`config.mk`:
```
export PLATFORM = sky130hd
export DESIGN_NAME = csps_ctrl
export DESIGN_NICKNAME = d
export VERILOG_FILES = /design/src/design/csps_pkg.sv /design/src/design/csps_ctrl.sv
export VERILOG_INCLUDE_DIRS = /design/src /design/src/design
export SDC_FILE = /design/constraint.sdc
export NUM_CORES = 1
export LEC_CHECK = 0
export ABC_AREA = 1
export BUFFER_PORTS_ARGS = -buffer_cell sky130_fd_sc_hd__buf_2
export CORE_MARGIN = 1
export CORE_UTILIZATION = 30
export DETAILED_ROUTE_END_ITERATION = 8
export PLACE_DENSITY = 0.57
export SLEW_MARGIN = 20
export SYNTH_ARGS = -nofsm -noshare
export SYNTH_HDL_FRONTEND = slang
export SYNTH_SLANG_ARGS = --single-unit
export TNS_END_PERCENT = 5
```
`constraint.sdc`:
```
create_clock -name clk -period 5 [get_ports clk]
set_input_delay 1 -clock clk [delete_from_list [all_inputs] [get_ports clk]]
set_output_delay 1 -clock clk [all_outputs]
set_load 0.02 [all_outputs]
```
`src/design/convex_support_point_search_core_macros.svh`:
```
// ----------------------------------------------------------------------------
// Convex support point search: assertion macros
// Shared concurrent assertion forms, clocked on clk and held off during reset.
// ----------------------------------------------------------------------------
`ifndef CONVEX_SUPPORT_POINT_SEARCH_CORE_MACROS_SVH
`define CONVEX_SUPPORT_POINT_SEARCH_CORE_MACROS_SVH

// Same-cycle implication: whenever ante holds, cons holds too.
`define CSPS_ASSERT_NOW(label, ante, cons, msg) \
    label: assert property (@(posedge clk) disable iff (!rst_n) (ante) |-> (cons)) \
        else $error(msg);

// Next-cycle implication: whenever ante holds, cons holds in the next cycle.
`define CSPS_ASSERT_NEXT(label, ante, cons, msg) \
    label: assert property (@(posedge clk) disable iff (!rst_n) (ante) |=> (cons)) \
        else $error(msg);

`endif

```
`src/design/csps_pkg.sv`:
```
// ----------------------------------------------------------------------------
// Convex support point search package
// Widths, codes and controller-to-datapath command type.
// ----------------------------------------------------------------------------
package csps_pkg;

    localparam int DEF_MAX_VERTICES = 64;
    localparam int COORD_W          = 32;
    localparam int VERTEX_W         = 3 * COORD_W;
    localparam int PROD_W           = 2 * COORD_W;
    localparam int SUM_W            = PROD_W + 2;
    localparam int IDX_W            = 6;

    typedef enum logic
    {
        OP_ADD   = 1'b0,
        OP_QUERY = 1'b1
    } opcode_t;

    typedef enum logic [1:0]
    {
        ST_OK    = 2'd0,
        ST_EMPTY = 2'd1,
        ST_FULL  = 2'd2
    } status_t;

    // Commands from the controller to the datapath, valid for one cycle each.
    typedef struct packed
    {
        logic wr_en;      // write the input vertex at the address
        logic ld_dir;     // capture the query direction
        logic rd_en;      // read the vertex at the address into the dot pipeline
        logic ld_add;     // load an add result (index from the address)
        logic ld_empty;   // load an empty-list result
        logic ld_full;    // load a full-list result
        logic ld_query;   // load the winning vertex as the result
    } csps_cmd_t;

endpackage

```
`src/design/csps_ctrl.sv`:
```
// ----------------------------------------------------------------------------
// Convex support point search controller
// Keeps the vertex count and sequences the query scan over the vertex RAM.
// ----------------------------------------------------------------------------
`include "convex_support_point_search_core_macros.svh"

module csps_ctrl
    import csps_pkg::*;
#(
    parameter int MAX_VERTICES = DEF_MAX_VERTICES,
    localparam int AW          = (MAX_VERTICES > 1) ? $clog2(MAX_VERTICES) : 1,
    localparam int CW          = $clog2(MAX_VERTICES + 1)
)
(
    input  logic          clk,
    input  logic          rst_n,
    input  logic          start,
    input  opcode_t       opcode,
    input  logic          pipe_busy,
    output logic          busy,
    output csps_cmd_t     cmd,
    output logic [AW-1:0] addr
);

    typedef enum logic [2:0]
    {
        S_IDLE  = 3'b001,
        S_SCAN  = 3'b010,
        S_DRAIN = 3'b100
    } state_t;

    state_t        state_reg;
    state_t        state_next;
    logic [CW-1:0] count_reg;
    logic [CW-1:0] count_next;
    logic [AW-1:0] scan_reg;
    logic [AW-1:0] scan_next;
    logic          full;

    assign full = (count_reg == CW'(MAX_VERTICES));
    assign busy = (state_reg != S_IDLE);

    always_comb
    begin
        state_next = state_reg;
        count_next = count_reg;
        scan_next  = scan_reg;
        cmd        = '0;
        addr       = count_reg[AW-1:0];
        case (state_reg)
            S_IDLE:
            begin
                if (start)
                begin
                    if (opcode == OP_ADD)
                    begin
                        if (full)
                        begin
                            cmd.ld_full = 1'b1;
                        end
                        else
                        begin
                            cmd.wr_en  = 1'b1;
                            cmd.ld_add = 1'b1;
                            count_next = count_reg + CW'(1);
                        end
                    end
                    else if (count_reg == '0)
                    begin
                        cmd.ld_empty = 1'b1;
                    end
                    else
                    begin
                        cmd.ld_dir = 1'b1;
                        scan_next  = '0;
                        state_next = S_SCAN;
                    end
                end
            end
            S_SCAN:
            begin
                cmd.rd_en = 1'b1;
                addr      = scan_reg;
                if (CW'(scan_reg) == count_reg - CW'(1))
                begin
                    state_next = S_DRAIN;
                end
                else
                begin
                    scan_next = scan_reg + AW'(1);
                end
            end
            S_DRAIN:
            begin
                if (!pipe_busy)
                begin
                    cmd.ld_query = 1'b1;
                    state_next   = S_IDLE;
                end
            end
            default:
            begin
                state_next = S_IDLE;
            end
        endcase
    end

    always_ff @(posedge clk or negedge rst_n)
    begin
        if (!rst_n)
        begin
            state_reg <= S_IDLE;
            count_reg <= '0;
            scan_reg  <= '0;
        end
        else
        begin
            state_reg <= state_next;
            count_reg <= count_next;
            scan_reg  <= scan_next;
        end
    end

    `CSPS_ASSERT_NOW(a_count_bound, 1'b1, count_reg <= CW'(MAX_VERTICES), "vertex count past capacity")
    `CSPS_ASSERT_NOW(a_scan_in_list, state_reg == S_SCAN, CW'(scan_reg) < count_reg, "scan beyond the stored vertices")
    `CSPS_ASSERT_NEXT(a_add_counts, start && !busy && opcode == OP_ADD && !full, count_reg == $past(count_reg) + CW'(1), "accepted add did not grow the list")
    `CSPS_ASSERT_NEXT(a_query_scans, start && !busy && opcode == OP_QUERY && count_reg != '0, state_reg == S_SCAN && scan_reg == '0, "query did not start its scan at vertex 0")

endmodule

```
==> flow_summary.ini <==
[logic_synthesis]
synth_most_common_cell = nand2_1
synth_top_area_share_pct = 30.2
synth_seq_cells = 16
synth_area_leaders = dfrtp_1, nand2_1, nand3_1
async_reset_ff_share_pct = 100
yosysSeqAreaShare_pct = 32.3
synth_ff_type = dfrtp_1
yosys_warnings = 0
synth_common_cells = nand2_1, nand3_1, inv_1
synth_edf_count = 0
yosysUniqueCellTypes = 24
synth_area_um2 = 1240
synthCells = 185
synth_area_leader_cell = dfrtp_1
synth_fp_nets = 194
syn_avg_cell_area_um2 = 6.73

[critical_path]
start_kind = flop
crit_path_frequent_cell = inv_1
critPathRequiredTime_ns = 4.00
cp_data_arrival_time_ns = 1.89
crit_fanout = 8
cp-end-kind = primary output
path_cells = inv_1, ha_1, inv_1, nor2_1, nand3_1, nand4_1, inv_1, buf_2
crit_slowest_cell = dfrtp_1
critPathKind = reg2out
max_stage_delay_ns = 0.43

[global_route]
grt_max_degree = 23
overflow = 0
antenna_found_initial = 0
first_global_vias = 1046
grt_usage_pct = 14.0
grt_pass1_wl_um = 4650

[power_and_ir_drop]
p_switching_mw = 0.0489
finalPower_mw = 0.236
p_sw_share_pct = 20.7
power.density_nw_per_um2 = 166
pwr-share-clk_pct = 42.9
power.share.sequential_pct = 54.8
p_int_mw = 0.187
irDropWorstVdd_uv = 90.0
p_leak_nw = 0.779
comb_power_share_pct = 2.3

[placed_design]
port_buffers = 18
dp_hpwl_um = 2020
gp_congestion = 0.799

[clocking]
ctsResizeCount = 0
clkTransAtPathRegs_ns = 0.06
cts.sinks = 16
cts_tree = yes
post_cts_buffers = 0
cts_buffers = 3
clock_latency_ns = 0.25
htreeDepth = 1
postCtsHoldBufs = 0
cts_root_buf = clkbuf_8
cts.path.max_buffers = 2

[die]
core.rowCount = 23
dieArea_um2 = 4410
die_h_um = 66.4
start_util_pct = 31.1
core_area_um2 = 4000
die_w_um = 66.4
io_pins = 19

[detailed_routing]
routedWlPerCell_um = 10.5
finalWirelength_um = 2650
dr.pass1.iters = 4
vias = 1146
ant_nets = 0
drc = 0
viasPerCell = 4.53
dr.first_iter.drc_count = 33

[finish]
fin_nets = 213
antennaDiodeCount = 0
area_growth_pct = 14.2
drive_gt1_share_pct = 19.2
largest_reg_flops = 7

[timing]
rsz0062_at_grt = false
fin_crit_ns = 2.89
tightest_slew_ns = 0.396
drv_slew = 0
fin_setup_tns_ns = 0
report.final.setup_viol = 0
max_freq_ghz = 0.346
max_slew_margin_pct = 73.5
hold_viol = 0
fin_worst_skew_ns = 0.00193
period_share_pct = 57.8

[hold_path]
hp-class = reg2reg

[run_status]
status = finished clean

[flow_run]
maxCapViolations = 0
[cell type report]
type                            count  area, µm²
Inverter                           29        109
Sequential cell                    16        402
Tap cell                           50       62.6
Clock buffer                        4       45.0
Fill cell                         445       2580
Multi-Input combinational cell    135        706
Timing Repair Buffer               19       97.6
[power by group through the flow]
stage | Combinational, mW | Clock, mW | Sequential, mW
after floorplan | 0.000632 | 0 | 0.132
after global placement | 0.00582 | 0 | 0.132
after detailed placement | 0.00587 | 0 | 0.132
after CTS | 0.00587 | 0.106 | 0.129
after global routing | 0.00651 | 0.113 | 0.129
final | 0.00551 | 0.101 | 0.130
[cells by family (layout without fill, tap and decap cells)]
| kind of cell | Yosys count | count (layout) | share of synthesized area (%) |
|---|---|---|---|
| simple gates | 111 | 111 | 41.7 |
| buf+inv | 34 | 52 | 11.1 |
| flops | 16 | 16 | 32.3 |
| compound gates | 11 | 11 | 4.62 |
| xor+xnor | 9 | 9 | 6.33 |
| fa+ha+maj | 4 | 4 | 4.02 |
[metal layers]
metal	routed length [µm]	track usage, %	up-vias	share of wire, %
met4	29	3.19	0	1.1
met2	1150	23.0	22	43
li1	-	-	615	-
met5	0	0	-	0
met3	108	4.14	4	4.1
met1	1370	17.9	505	52
[worst max-delay path: cells and delay by family, from the launching register on]
kind                       cells  cell delay [ns]
and+or+nand+nor                3             0.59
buffers and inverters          4             0.45
DFF                            1             0.43
adders and majority gates      1             0.17
[per-stage QoR]
step / area (µm²) / utilization, % / setup WS [ns] / hold WS, ns / cells
floorplan: 1240 / - / 2.24 / 0.512 / 185
global placement: 1380 / 34.4 / 2.22 / 0.539 / 249
detailed placement: 1380 / 34.4 / 2.20 / 0.542 / 249
CTS: 1420 / 35.5 / 2.08 / 0.557 / 253
global route: 1420 / 35.5 / 1.90 / 0.597 / 253
finish: 1420 / 35.5 / 2.11 / 0.557 / 253
[path summary, 6_finish.rpt]
kind	cells after the start	to	slack, ns	start
min in group asynchronous	1	count_reg[1]$_DFFE_PN0P_	0.66	rst_n
worst max-delay path	8	cmd[5]	2.11	count_reg[1]$_DFFE_PN0P_
worst min-delay path	1	count_reg[2]$_DFFE_PN0P_	0.56	count_reg[2]$_DFFE_PN0P_
worst min register to register	1	count_reg[2]$_DFFE_PN0P_	0.56	count_reg[2]$_DFFE_PN0P_
max in group asynchronous	1	state_reg[0]$_DFFE_PN1P_	4.03	rst_n
worst max register to register	12	scan_reg[1]$_DFFE_PN0P_	3.09	count_reg[0]$_DFFE_PN0P_
[layout by cell type, fill, tap and decap left out, types with 4 or more instances in the layout]
master / n
ha_1: 4
inv_1: 25
nor3_2: 4
dfrtp_1: 15
nor2_1: 9
nand2_1: 56
buf_2: 18
nand3_1: 27
inv_2: 4
xor2_1: 9
nor2_2: 4
o21ai_0: 9
Note: power is estimated with default switching activity, not from simulation.
